===== src/rtl/efce_pkg.sv =====
// ----------------------------------------------------------------------------
// efce_pkg
// Shared types, constants and helpers for the escaped frame checksum encoder.
// ----------------------------------------------------------------------------
package efce_pkg;

  localparam int SlotCount = 8;
  localparam int SlotW     = $clog2(SlotCount);

  // Order in which the logical bytes of one item go out
  localparam logic [SlotW-1:0] SLOT_BEGIN   = 3'd0;
  localparam logic [SlotW-1:0] SLOT_CMD     = 3'd1;
  localparam logic [SlotW-1:0] SLOT_ERR     = 3'd2;
  localparam logic [SlotW-1:0] SLOT_SEQ     = 3'd3;
  localparam logic [SlotW-1:0] SLOT_PAYLOAD = 3'd4;
  localparam logic [SlotW-1:0] SLOT_SUM_HI  = 3'd5;
  localparam logic [SlotW-1:0] SLOT_SUM_LO  = 3'd6;
  localparam logic [SlotW-1:0] SLOT_END     = 3'd7;

  typedef enum logic [2:0] {
    REG_BEGIN   = 3'd0,
    REG_END     = 3'd1,
    REG_ESCAPE  = 3'd2,
    REG_COMMAND = 3'd3,
    REG_ERROR   = 3'd4
  } cfg_reg_e;

  typedef struct packed {
    logic [7:0] begin_c;
    logic [7:0] end_c;
    logic [7:0] esc_c;
  } codes_t;

  typedef struct packed {
    logic [SlotCount-1:0]       mask;
    logic [SlotCount-1:0][7:0]  vals;
    logic [7:0]                 seq;
  } item_t;

  function automatic logic is_special(input logic [7:0] b, input codes_t c);
    return (b == c.begin_c) || (b == c.end_c) || (b == c.esc_c);
  endfunction

endpackage


===== src/rtl/escaped_frame_checksum_encoder.sv =====
// ----------------------------------------------------------------------------
// escaped_frame_checksum_encoder
// Byte-stuffing framer with a 16-bit additive checksum.
//
//   channel  | dir | handshake                    | content
//   ---------+-----+------------------------------+--------------------------
//   s_axis   | in  | s_axis_tvalid/s_axis_tready  | payload byte, has_byte,
//            |     |                              | end_of_command
//   m_axis   | out | m_axis_tvalid/m_axis_tready  | out byte, end_of_run,
//            |     |                              | frame_sequence
//   cfg      | in  | cfg_we_i                     | register index and data
//
// One output byte per cycle while m_axis accepts. An item produces 1..14
// bytes; the one-item buffer and the output register let the
// next item enter on the cycle its predecessor's last byte moves into the
// output register. An item that produces nothing is accepted without a load.
// Reset clears the frame state and loads the default codes.
// Back-pressure on m_axis holds the output register and stalls s_axis.
// ----------------------------------------------------------------------------
module escaped_frame_checksum_encoder import efce_pkg::*; (
  input  logic        clk_i,
  input  logic        rst_ni,
  input  logic        s_axis_tvalid,
  output logic        s_axis_tready,
  input  logic [7:0]  s_axis_tdata,   // [7:0] payload_byte
  input  logic [0:0]  s_axis_tuser,   // [0] has_byte
  input  logic        s_axis_tlast,   // end_of_command
  output logic        m_axis_tvalid,
  input  logic        m_axis_tready,
  output logic [15:0] m_axis_tdata,   // [7:0] out_byte, [15:8] frame_sequence
  output logic        m_axis_tlast,   // end_of_run
  input  logic        cfg_we_i,
  input  logic [2:0]  cfg_idx_i,
  input  logic [7:0]  cfg_data_i
);

  logic [7:0]  begin_q, end_q, esc_q, cmd_q, err_q;
  logic        in_frame_q, in_frame_d;
  logic [15:0] sum_q, sum_d;
  logic [7:0]  seq_q, seq_d;

  codes_t      codes;
  item_t       item;
  logic        s_fire;
  logic        load;
  logic        can_load;
  logic        busy;
  logic [7:0]  c1, c2, c3, c4;
  logic [7:0]  seq_next;
  logic [15:0] sum_base;
  logic        has_byte;

  assign codes    = '{begin_c: begin_q, end_c: end_q, esc_c: esc_q};
  assign has_byte = s_axis_tuser[0];

  always_ff @(posedge clk_i or negedge rst_ni) begin
    if (!rst_ni) begin
      begin_q <= 8'hF0;
      end_q   <= 8'hF1;
      esc_q   <= 8'hF2;
      cmd_q   <= 8'h00;
      err_q   <= 8'h00;
    end else if (cfg_we_i) begin
      unique case (cfg_reg_e'(cfg_idx_i))
        REG_BEGIN:   begin_q <= cfg_data_i;
        REG_END:     end_q   <= cfg_data_i;
        REG_ESCAPE:  esc_q   <= cfg_data_i;
        REG_COMMAND: cmd_q   <= cfg_data_i;
        REG_ERROR:   err_q   <= cfg_data_i;
        default: ;
      endcase
    end
  end

  // next sequence: at most three specials to step over
  assign c1 = seq_q + 8'd1;
  assign c2 = seq_q + 8'd2;
  assign c3 = seq_q + 8'd3;
  assign c4 = seq_q + 8'd4;

  always_comb begin
    priority if (!is_special(c1, codes)) begin
      seq_next = c1;
    end else if (!is_special(c2, codes)) begin
      seq_next = c2;
    end else if (!is_special(c3, codes)) begin
      seq_next = c3;
    end else begin
      seq_next = c4;
    end
  end

  assign s_axis_tready = can_load;
  assign s_fire        = s_axis_tvalid && can_load;

  always_comb begin
    seq_d      = in_frame_q ? seq_q : seq_next;
    sum_base   = in_frame_q ? sum_q : ({8'd0, cmd_q} + {8'd0, err_q});
    sum_d      = sum_base + {8'd0, (has_byte ? s_axis_tdata : 8'd0)};
    in_frame_d = !s_axis_tlast;

    item.mask                = '0;
    item.mask[SLOT_BEGIN]    = !in_frame_q;
    item.mask[SLOT_CMD]      = !in_frame_q;
    item.mask[SLOT_ERR]      = !in_frame_q;
    item.mask[SLOT_SEQ]      = !in_frame_q;
    item.mask[SLOT_PAYLOAD]  = has_byte;
    item.mask[SLOT_SUM_HI]   = s_axis_tlast;
    item.mask[SLOT_SUM_LO]   = s_axis_tlast;
    item.mask[SLOT_END]      = s_axis_tlast;
    item.vals                = '0;
    item.vals[SLOT_BEGIN]    = begin_q;
    item.vals[SLOT_CMD]      = cmd_q;
    item.vals[SLOT_ERR]      = err_q;
    item.vals[SLOT_SEQ]      = seq_d;
    item.vals[SLOT_PAYLOAD]  = s_axis_tdata;
    item.vals[SLOT_SUM_HI]   = sum_d[15:8];
    item.vals[SLOT_SUM_LO]   = sum_d[7:0];
    item.vals[SLOT_END]      = end_q;
    item.seq                 = seq_d;
  end

  assign load = s_fire && (item.mask != '0);

  always_ff @(posedge clk_i or negedge rst_ni) begin
    if (!rst_ni) begin
      in_frame_q <= 1'b0;
      sum_q      <= '0;
      seq_q      <= '0;
    end else if (s_fire) begin
      in_frame_q <= in_frame_d;
      sum_q      <= sum_d;
      seq_q      <= seq_d;
    end
  end

  efce_serializer u_ser (
    .clk_i         (clk_i),
    .rst_ni        (rst_ni),
    .load_i        (load),
    .item_i        (item),
    .codes_i       (codes),
    .can_load_o    (can_load),
    .busy_o        (busy),
    .m_axis_tvalid (m_axis_tvalid),
    .m_axis_tready (m_axis_tready),
    .m_axis_tdata  (m_axis_tdata),
    .m_axis_tlast  (m_axis_tlast)
  );

  // new frame never picks a special code as its sequence number
  a_seq_not_special: assert property (@(posedge clk_i) disable iff (!rst_ni)
    s_fire && !in_frame_q |=> (seq_q != $past(begin_q)) && (seq_q != $past(end_q))
                              && (seq_q != $past(esc_q)))
    else $error("sequence number hit a special code");

  // the header always leaves something to send
  a_header_loads: assert property (@(posedge clk_i) disable iff (!rst_ni)
    s_fire && !in_frame_q |=> busy)
    else $error("frame start produced no output");

  // checksum restarts from command plus error on a frame start
  a_sum_start: assert property (@(posedge clk_i) disable iff (!rst_ni)
    s_fire && !in_frame_q && !has_byte |=>
      sum_q == ({8'd0, $past(cmd_q)} + {8'd0, $past(err_q)}))
    else $error("checksum start value wrong");

  // a closing item ends the frame
  a_frame_close: assert property (@(posedge clk_i) disable iff (!rst_ni)
    s_fire && s_axis_tlast |=> !in_frame_q)
    else $error("frame still open after its last item");

endmodule


===== src/rtl/efce_serializer.sv =====
// ----------------------------------------------------------------------------
// efce_serializer
// Holds one item's logical bytes, escapes all but the begin and end bytes and
// sends one byte per cycle through an output register while m_axis accepts.
// ----------------------------------------------------------------------------
module efce_serializer import efce_pkg::*; (
  input  logic        clk_i,
  input  logic        rst_ni,
  input  logic        load_i,
  input  item_t       item_i,
  input  codes_t      codes_i,
  output logic        can_load_o,
  output logic        busy_o,
  output logic        m_axis_tvalid,
  input  logic        m_axis_tready,
  output logic [15:0] m_axis_tdata,   // [7:0] out_byte, [15:8] frame_sequence
  output logic        m_axis_tlast    // end_of_run
);

  logic [SlotCount-1:0]      mask_q, mask_d;
  logic [SlotCount-1:0][7:0] vals_q;
  logic [7:0]                seq_q;
  logic                      phase_q, phase_d;
  logic                      ovalid_q, ovalid_d;
  logic [7:0]                obyte_q;
  logic [7:0]                oseq_q;
  logic                      olast_q;

  logic [SlotW-1:0]     idx;
  logic [SlotCount-1:0] rest;
  logic [7:0]           cur_v;
  logic [7:0]           byte_out;
  logic                 escapable;
  logic                 esc_first;
  logic                 last_byte;
  logic                 busy;
  logic                 adv;

  always_comb begin
    idx = '0;
    for (int i = SlotCount - 1; i >= 0; i--) begin
      if (mask_q[i]) begin
        idx = SlotW'(i);
      end
    end
  end

  assign busy      = |mask_q;
  assign cur_v     = vals_q[idx];
  assign escapable = (idx != SLOT_BEGIN) && (idx != SLOT_END);
  assign esc_first = escapable && is_special(cur_v, codes_i) && !phase_q;
  assign byte_out  = esc_first ? codes_i.esc_c :
                     (phase_q ? (codes_i.esc_c ^ cur_v) : cur_v);
  assign rest      = mask_q & ~(SlotCount'(1) << idx);
  assign last_byte = (rest == '0) && !esc_first;
  assign adv       = busy && (!ovalid_q || m_axis_tready);

  assign can_load_o = !busy || (adv && last_byte);
  assign busy_o     = busy;

  always_comb begin
    mask_d  = mask_q;
    phase_d = phase_q;
    if (load_i) begin
      mask_d  = item_i.mask;
      phase_d = 1'b0;
    end else if (adv) begin
      phase_d = esc_first;
      if (!esc_first) begin
        mask_d = rest;
      end
    end
  end

  assign ovalid_d = adv ? 1'b1 : (m_axis_tready ? 1'b0 : ovalid_q);

  always_ff @(posedge clk_i or negedge rst_ni) begin
    if (!rst_ni) begin
      mask_q   <= '0;
      phase_q  <= 1'b0;
      ovalid_q <= 1'b0;
    end else begin
      mask_q   <= mask_d;
      phase_q  <= phase_d;
      ovalid_q <= ovalid_d;
    end
  end

  always_ff @(posedge clk_i) begin
    if (load_i) begin
      vals_q <= item_i.vals;
      seq_q  <= item_i.seq;
    end
    if (adv) begin
      obyte_q <= byte_out;
      oseq_q  <= seq_q;
      olast_q <= last_byte;
    end
  end

  assign m_axis_tvalid = ovalid_q;
  assign m_axis_tdata  = {oseq_q, obyte_q};
  assign m_axis_tlast  = olast_q;

endmodule

===== config.mk =====
export PLATFORM = sky130hd
export DESIGN_NAME = escaped_frame_checksum_encoder
export DESIGN_NICKNAME = d
export VERILOG_FILES = /design/src/rtl/efce_pkg.sv /design/src/rtl/escaped_frame_checksum_encoder.sv /design/src/rtl/efce_serializer.sv
export SDC_FILE = /design/constraint.sdc
export NUM_CORES = 1
export LEC_CHECK = 0
export ABC_AREA = 1
export BUFFER_PORTS_ARGS = -buffer_cell sky130_fd_sc_hd__buf_4
export CAP_MARGIN = 5
export CORE_MARGIN = 2
export CORE_UTILIZATION = 35
export DETAILED_ROUTE_END_ITERATION = 16
export GPL_TIMING_DRIVEN = 0
export PLACE_DENSITY_LB_ADDON = 0.1
export SETUP_SLACK_MARGIN = 0.05
export SYNTH_ARGS = -nofsm -noshare
export SYNTH_HDL_FRONTEND = slang
export SYNTH_SLANG_ARGS = --single-unit

===== constraint.sdc =====
create_clock -name clk_i -period 5.55 [get_ports clk_i]
set_clock_uncertainty 0.2 [all_clocks]
set_input_delay 1.11 -clock clk_i [delete_from_list [all_inputs] [get_ports clk_i]]
set_output_delay 1.11 -clock clk_i [all_outputs]
set_load 0.1 [all_outputs]

==> flow_metrics.tcl, run 1 <==
set metrics [dict create \
    clock_power_share_pct 16.3 \
    synth_cell_type_count 48 \
    period_needed_ps 4740 \
    status "completed" \
    reg_top3 "u_ser.vals_q x64, sum_q x16" \
    tightest_slew_ps 1030 \
    dp_hpwl_um 21900 \
    grt_max_degree 76 \
    die-area_sq_um 28200 \
    setup_viol 0 \
    viasPerCell 5.03 \
    synth_top_area_share_pct 25.9 \
    synthTopCellsByArea "edfxtp_1, dfrtp_1, nand2_1, xor2_1, inv_1" \
    synthCells 1127 \
    numCtsBuffers 17 \
    dp_slack_ps 1110 \
    die_w_um 168 \
    slew_violations 0 \
    grt_pass1_vias 7441 \
    htree_num_levels 4 \
    clk_pin_slew_worst_paths_ps 70 \
    finalHoldViolations 0 \
    fin_ws_ps 815 \
    fmax_ghz 0.211 \
    switching_share_pct 50.8 \
    cp-start-kind "flop" \
    ctsResizeCount 0 \
    r2r_end "u_ser.vals_q[47]" \
    n_antenna_cell 0 \
    critPathCaptureType "output pin" \
    cts-root-buf "clkbuf_16" \
    p_int_mw 3.55 \
    rr_startpoint "in_frame_q" \
    tns_ps 0 \
    ys.flop_type "edfxtp_1" \
    cts_setup_buffers 0 \
    largest_register_ffs 64 \
    final_nets 1239 \
    clock-sinks 156 \
    synth_edf_count 81 \
    clock_latency_ps 440 \
    synth_top_cell_by_area "edfxtp_1" \
    cts_tree "built" \
    syn_nets 1176 \
    start_util_pct 35.9 \
    worstSetupPathType "reg -> out" \
    drt_iter0_drc 688 \
    io_pins 45 \
    leakagePower_nw 4.96 \
    max_cap_viol_count 0 \
    post_synth.cell_area_avg_sq_um 8.34 \
    ir_worst_vdd_v 0.000209 \
    fin_util_pct 41.0 \
    port_buffers 43 \
    ys_seq_area_share_pct 46.0 \
    synth.yosys.warnings 0 \
    grt_usage_pct 20.8 \
    async_flop_share_pct 48.1 \
    rows 59 \
    cp-endpoint "s_axis_tready" \
    grt.overflow.total 0 \
    core-area_sq_um 26200 \
    vias 7736 \
    drive_above_1_share_pct 12.3 \
    p_sw_mw 3.66 \
    pwr-share-seq_pct 26.6 \
    wl_per_cell_um 18.4 \
    hold_ws_ps 253 \
    worstHoldPathType "reg -> reg" \
    p_comb_share_pct 57.1 \
    rrSetupSlack_ps 1050 \
    fin_crit_sh_pct 85.3 \
    dr.pass1.iters 7 \
    gp_congestion 0.913 \
    relSlewSlack_pct 31.0 \
    fp.dieH_um 168 \
    grt_pass1_wl_um 44200 \
    cts_hold_buf 0 \
    syn_area_sq_um 9400 \
    ant_nets 0 \
    worstSetupStartpoint "u_ser.mask_q[6]" \
    grt_antenna_before_repair 0 \
    layout-area-overhead-vs-synth_pct 14.3 \
    post-route-drc-count 0 \
    regMostFlops "u_ser.vals_q" \
    cp_data_required_time_ps 4240 \
    synth-seq-cells 156 \
    fillers 2696 \
    cts_buffer_depth 2 \
    critPathArrivalTime_ps 3430 \
    synthTopCellsByCount "nand2_1, inv_1, nor2_1, edfxtp_1, o21ai_0" \
    routed_wirelength_um 28400 \
    reg2reg_depth 18 \
    synth.most_common_cell "nand2_1" \
    rsz0062_at_grt "no" \
    path_max_fanout 10 \
    power_density_nw_per_um2 671 \
    holdPathStages 0 \
]
[worst min-delay path by stage]
stage                    start              end  slack, ps
floorplan           begin_q[2]  u_ser.vals_q[2]        220
global placement    begin_q[2]  u_ser.vals_q[2]        220
detailed placement  begin_q[2]  u_ser.vals_q[2]        230
CTS                 begin_q[2]  u_ser.vals_q[2]        250
global route        begin_q[2]  u_ser.vals_q[2]        280
finish              begin_q[2]  u_ser.vals_q[2]        250
[cells in the final DEF (no fill, tap or decap), types with 6 or more instances in the layout]
cell type and count:
a21oi_1 23, buf_2 8, buf_4 47, clkbuf_1 23
clkbuf_16 20, dfrtp_1 61, dfstp_2 14, edfxtp_1 81
ha_1 21, inv_1 129, inv_2 6, nand2_1 303
nand3_1 64, nand3_2 15, nand3b_1 21, nand4_1 32
nor2_1 81, nor3_1 11, o211ai_1 9, o21ai_0 76
o21ai_1 19, xnor2_1 6, xor2_1 70
[power by group through the flow]
stage               combinational (mW)  sequential (mW)  clock [mW]
floorplan                         2.63             2.24           0
global placement                  4.04             1.95           0
detailed placement                4.07             1.94           0
CTS                               4.08             1.92        1.20
global route                      4.54             1.96        1.26
finish                            4.12             1.92        1.18
[critical path: stages, from the launching register on]
cell and delay (ps):
dfrtp_1 430, inv_2 120, nand2_1 60, nand2_1 60, nand2_2 60, nand2_4 120, nand2_8 90, nand2_8 110
nand2_8 90, nor2_8 190, nand2_1 80, nand3_1 170, nand2_1 150, nand2_1 80, nand2_1 90, nand2_1 70
nor2_1 40, nand2_1 70, nand3_2 160, nand2_4 190, nand3_2 100, nand2_4 140, buf_4 310
[area by class of cell]
type | count | area [sq um] | area share, %
clock inverters | 8 | 68.8 | 0.640
flip-flops and latches | 156 | 4330 | 40.2
plain buffers | 37 | 201 | 1.87
repair buffers | 44 | 338 | 3.14
multi-input cells | 795 | 4350 | 40.5
inverters | 139 | 529 | 4.92
clock buffers | 24 | 515 | 4.80
well taps | 335 | 419 | 3.90
[stage by stage]
stage / power (mW) / cell area, sq um / instances
floorplan: 4.87 / 9400 / 1127
global placement: 5.99 / 10100 / 1505
detailed placement: 6.01 / 10200 / 1506
CTS: 7.20 / 10800 / 1538
global route: 7.76 / 10800 / 1538
finish: 7.21 / 10800 / 1538
[per-layer routing]
layer / vias up / GRT usage [%] / routed length (um)
met5: - / 0 / 0
met2: 205 / 32.2 / 12400
li1: 3833 / - / -
met1: 3660 / 30.2 / 14000
met4: 0 / 6.99 / 729
met3: 38 / 2.75 / 1260
[kinds of logic after synthesis]
family | after synthesis | synth area share, %
AO/OA/AOI/OAI | 145 | 8.56
AND/OR/NAND/NOR | 551 | 27.4
flip-flops | 156 | 46.0
XOR/XNOR | 76 | 7.08
adder cells (fa/ha/maj) | 23 | 3.22
buffers and inverters | 176 | 7.74
Power figures use the tool's default switching activity.
==> inputs of run 2 (changes only) <==
SYNTH_HIERARCHICAL = 1   (was unset)
==> flow_metrics.tcl, run 2 <==
set metrics [dict create \
    start_util_pct 35.5 \
    syn_area_sq_um 10500 \
    hold_ws_ps 229 \
    busiest_layer "met1" \
    worstHoldPathType "reg -> reg" \
    synth_top_area_share_pct 25.5 \
    post_synth.cell_area_avg_sq_um 7.54 \
    die_w_um 177 \
    critPathCaptureType "output pin" \
    relSlewSlack_pct 31.5 \
    grtUsageMet3_pct 3.07 \
    ctsResizeCount 0 \
    final_cell_mix "nand2_1, inv_1, nand3_1" \
    tightest_slew_ps 1030 \
    viasPerCell 4.86 \
    clock-sinks 164 \
    leakagePower_nw 5.75 \
    final_nets 1510 \
    io_pins 45 \
    fin_util_pct 40.6 \
    setup_viol 0 \
    synthTopCellsByArea "edfxtp_1, nand2_1, dfrtp_1, inv_1, nand3_1" \
    numCtsBuffers 17 \
    async_flop_share_pct 45.7 \
    n_antenna_cell 0 \
    max_cap_viol_count 0 \
    power_density_nw_per_um2 646 \
    synthCells 1392 \
    final_area_sq_um 12000 \
    synth.yosys.warnings 6 \
    syn_nets 1442 \
    dp_slack_ps 302 \
    routed_wirelength_um 32000 \
    post-route-drc-count 0 \
    fmax_ghz 0.207 \
    dp_hpwl_um 24900 \
    cp-start-kind "flop" \
    path_max_fanout 10 \
    grt.met1_usage_pct 32.5 \
    rows 63 \
    final_cells 1863 \
    synth_edf_count 89 \
    ir_worst_vdd_v 0.000256 \
    multi_input_area_sq_um 5110 \
    gp_congestion 0.902 \
    grtUsageMet2_pct 30.6 \
    synth.most_common_cell "nand2_1" \
    cp_data_required_time_ps 4240 \
    cts_tree "built" \
    fin_crit_sh_pct 87.1 \
    die-area_sq_um 31400 \
    slew_violations 0 \
    synth_cell_type_count 44 \
    ys_seq_area_share_pct 43.5 \
    wl_per_cell_um 17.2 \
    status "completed" \
    clock_latency_ps 450 \
    layout_commonest_cell "nand2_1" \
    synth-seq-cells 164 \
    layout-area-overhead-vs-synth_pct 14.4 \
    fp.dieH_um 177 \
    grt_pass1_wl_um 49500 \
    core-area_sq_um 29600 \
    placedCellCount 1829 \
    dr.pass1.iters 7 \
    drive_above_1_share_pct 13.8 \
    largest_register_ffs 64 \
    rsz0062_at_grt "no" \
    tns_ps 0 \
    critPathArrivalTime_ps 3520 \
    synthTopCellsByCount "nand2_1, inv_1, nand3_1, nor2_1, edfxtp_1" \
    ant_nets 0 \
    total_power_mw 7.75 \
    grt.overflow.total 0 \
    worstSetupPathType "reg -> out" \
    grt_max_degree 76 \
    drt_iter0_drc 726 \
    synth_top_cell_by_area "edfxtp_1" \
    ys.flop_type "edfxtp_1" \
    vias 9047 \
    regMostFlops "u_ser/vals_q" \
    cts-root-buf "clkbuf_16" \
    finalHoldViolations 0 \
    period_needed_ps 4830 \
    fin_ws_ps 718 \
    htree_num_levels 4 \
    reg_top3 "u_ser/vals_q x64, sum_q x16" \
    cts_buffer_depth 2 \
    regArea_sq_um 4570 \
    placedInstanceArea_sq_um 11400 \
    port_buffers 44 \
    grt_pass1_vias 8437 \
    clk_pin_slew_worst_paths_ps 80 \
    fillers 3082 \
    grt_usage_pct 21.0 \
    grt_antenna_before_repair 1 \
    cts_hold_buf 0 \
]
-- run 2: critical path: stages (launching register included) --
cell     delay (ps)
dfrtp_1         410
nor2_1          180
nand2_2         120
nand2_1          80
nand3_1          90
nor2_2          240
buf_4           250
nand2_1          80
nand2_1         150
nor2_1           70
nand3_2         130
nand2_2         100
nand2_1          60
nand2_1          80
nand2_1          60
nor2_1           40
nand2_1          70
nand3_2         120
nand2_4         170
nand2_1         140
o21ai_4         140
buf_4           300
-- run 2: worst paths after layout --
check,startpoint,endpoint,depth (start not counted),slack [ps]
min in group asynchronous,rst_ni,sum_q[13],1,620
max reg2reg,u_ser/mask_q[3],u_ser/mask_q[3],27,720
max in group asynchronous,rst_ni,esc_q[0],1,3820
min,u_ser/seq_q[1],u_ser/oseq_q[1],0,230
max,u_ser/mask_q[4],s_axis_tready,21,720
min reg2reg,u_ser/seq_q[1],u_ser/oseq_q[1],0,230
-- run 2: power by group --
| part | switching (mW) | internal, mW | leakage [nW] |
|---|---|---|---|
| registers | 0.260 | 1.85 | 1.77 |
| logic | 3.17 | 1.29 | 3.71 |
| clock network | 0.547 | 0.631 | 0.276 |
-- run 2: area by class of cell --
class                      count  area share, %
clock buffer                  18           3.57
tap                          390           4.06
inverter                     166           5.19
timing repair buffer          48           3.50
sequential                   164           38.0
buffer                        37           1.87
multi-input combinational   1026           42.6
clock inverter                14           1.19
-- run 2: routing by layer --
layer,vias to the layer above,share of wire [%]
met4,2,1.7
met5,-,0.031
li1,4606,-
met3,38,4.8
met1,4180,52
met2,221,42
-- run 2: logic make-up after synthesis --
logic type	Yosys count	synth area share [%]
buffers and inverters	203	8.07
AND/OR/NAND/NOR	837	35.5
XOR/XNOR	31	2.66
flip-flops	164	43.5
AO/OA/AOI/OAI	133	7.26
adder cells (fa/ha/maj)	24	3.00
-- run 2: what timing repair did --
item	CTS	global route
buffers inserted	0	1
endpoints found under the hold margin	0	0
setup endpoints to repair	0	8
==> inputs of run 3 (changes only) <==
ABC_AREA = unset   (was 1)
BUFFER_PORTS_ARGS = -buffer_cell sky130_fd_sc_hd__buf_2   (was -buffer_cell sky130_fd_sc_hd__buf_4)
CELL_PAD_IN_SITES_DETAIL_PLACEMENT = 1   (was unset)
CELL_PAD_IN_SITES_GLOBAL_PLACEMENT = 1   (was unset)
==> flow_metrics.tcl, run 3 <==
set metrics [dict create \
    die-area_sq_um 30600 \
    grt.overflow.total 0 \
    worstSetupPathType "reg -> out" \
    async_flop_share_pct 45.7 \
    rows 62 \
    fmax_ghz 0.188 \
    synthTopCellsByArea "edfxtp_1, dfrtp_1, mux2_2, xnor2_1, xor2_1" \
    clock-sinks 164 \
    regMostFlops "u_ser/vals_q" \
    ir_worst_vdd_v 0.000240 \
    cts-root-buf "clkbuf_16" \
    placedInstanceArea_sq_um 11000 \
    layout-area-overhead-vs-synth_pct 14.6 \
    synth_top_area_share_pct 26.2 \
    gp_congestion 0.900 \
    htree_num_levels 4 \
    ys_seq_area_share_pct 44.7 \
    io_pins 45 \
    worstHoldPathType "reg -> reg" \
    fin_crit_sh_pct 96.0 \
    synth.yosys.warnings 6 \
    cts_buffer_depth 2 \
    reg_top3 "u_ser/vals_q x64, sum_q x16" \
    ant_nets 0 \
    final_nets 1066 \
    hold_ws_ps 220 \
    period_needed_ps 5330 \
    numCtsBuffers 17 \
    dr.pass1.iters 4 \
    critPathCaptureType "output pin" \
    fp.dieH_um 175 \
    synth-seq-cells 164 \
    clock_latency_ps 440 \
    syn_nets 996 \
    synthCells 946 \
    synth_cell_type_count 104 \
    synth_top_cell_by_area "edfxtp_1" \
    cp-start-kind "flop" \
    drt_iter0_drc 441 \
    relSlewSlack_pct 19.2 \
    cts_tree "built" \
    start_util_pct 35.6 \
    vias 7807 \
    leakagePower_nw 4.49 \
    tightest_slew_ps 1210 \
    post_synth.cell_area_avg_sq_um 10.8 \
    dp_hpwl_um 25500 \
    finalHoldViolations 0 \
    core-area_sq_um 28700 \
    grt_usage_pct 22.9 \
    grt_antenna_before_repair 0 \
    die_w_um 175 \
    grt_pass1_wl_um 51700 \
    grt_max_degree 44 \
    viasPerCell 5.52 \
    final_area_sq_um 11700 \
    rsz0062_at_grt "no" \
    port_buffers 42 \
    routed_wirelength_um 34200 \
    setup_viol 0 \
    critPathArrivalTime_ps 4020 \
    final_cell_mix "edfxtp_1, nor2_1, dfrtp_1" \
    cp_data_required_time_ps 4240 \
    status "completed" \
    slew_violations 0 \
    synth_edf_count 89 \
    synthTopCellsByCount "edfxtp_1, nor2_1, dfrtp_1, nand2_1, xnor2_1" \
    syn_area_sq_um 10200 \
    grt_pass1_vias 8067 \
    drive_above_1_share_pct 23.4 \
    synth.most_common_cell "edfxtp_1" \
    max_cap_viol_count 0 \
    largest_register_ffs 64 \
    post-route-drc-count 0 \
    clk_pin_slew_worst_paths_ps 60 \
    wl_per_cell_um 24.2 \
    ys.flop_type "edfxtp_1" \
    path_max_fanout 10 \
    layout_commonest_cell "edfxtp_1" \
    power_density_nw_per_um2 696 \
]
[run 3: worst paths after layout]
kind	start	to	slack, ps	depth (start not counted)
setup / recovery	u_ser/mask_q[3]	s_axis_tready	220	15
max in group asynchronous	rst_ni	begin_q[5]	4020	2
hold reg to reg	u_ser/seq_q[0]	u_ser/oseq_q[0]	220	0
hold / removal	u_ser/seq_q[0]	u_ser/oseq_q[0]	220	0
min in group asynchronous	rst_ni	sum_q[0]	450	1
setup reg to reg	u_ser/mask_q[3]	seq_q[3]	450	21
[run 3: critical path, stage by stage, from the launching register on]
cell and delay (ps):
dfrtp_1 420, buf_6 170, nor2_2 270, o31a_1 190, buf_2 290, nor3_1 70
o21ai_0 460, a2bb2oi_2 200, buf_4 180, xor2_1 140, nand3_1 110, nor3_2 70
o311ai_4 260, nand2_1 160, o21ai_4 300, buf_6 280
[run 3: per-layer routing]
layer  part of all wire (%)  GRT usage [%]  vias to the layer above
li1                       -              -                     3651
met1                     48           32.1                     3950
met2                     47           36.9                      168
met3                    3.4           3.39                       38
met4                    2.1           6.67                        0
met5                      0              0                        -
[run 3: final cells by class]
class / count / area, sq um
Tap cell: 384 / 480
Inverter: 24 / 90.1
Clock inverter: 12 / 133
Antenna cell: 1 / 2.50
Multi-Input combinational cell: 705 / 5350
Buffer: 54 / 299
Timing Repair Buffer: 50 / 299
Clock buffer: 20 / 489
Fill cell: 3170 / 17000
Sequential cell: 164 / 4570
[run 3: cells by family after synthesis]
| kind of cell | after synthesis | synth area share [%] |
|---|---|---|
| compound gates | 217 | 15.9 |
| xor+xnor | 111 | 9.94 |
| fa+ha+maj | 25 | 3.18 |
| buf+inv | 79 | 3.84 |
| flops | 164 | 44.7 |
| mux | 71 | 7.59 |
| simple gates | 279 | 14.8 |
[run 3: stage by stage]
| step | utilization (%) | total power [mW] | std cells | TNS, ps | setup slack, ps |
|---|---|---|---|---|---|
| floorplan | - | 5.44 | 946 | 0 | 239 |
| global placement | 38.1 | 6.69 | 1372 | -6880 | -811 |
| detailed placement | 38.2 | 6.76 | 1373 | -6760 | -795 |
| CTS | 40.7 | 8.13 | 1412 | 0 | 194 |
| global route | 40.8 | 8.64 | 1413 | 0 | 51.5 |
| finish | 40.8 | 8.15 | 1414 | 0 | 224 |
[run 3: where the power goes]
| part | total, mW | internal (mW) | switching, mW | leakage [nW] |
|---|---|---|---|---|
| combinational | 4.71 | 1.62 | 3.09 | 2.47 |
| clock | 1.24 | 0.700 | 0.537 | 0.303 |
| sequential | 2.20 | 1.88 | 0.328 | 1.72 |
[run 3: timing repair]
action                                  in CTS  in global routing
gates resized for setup                      6                  5
buffers inserted                             5                  2
pin swaps                                    5                  2
hold buffers                                 0                  0
gates cloned                                 2                  0
endpoints found under the setup margin      10                 15
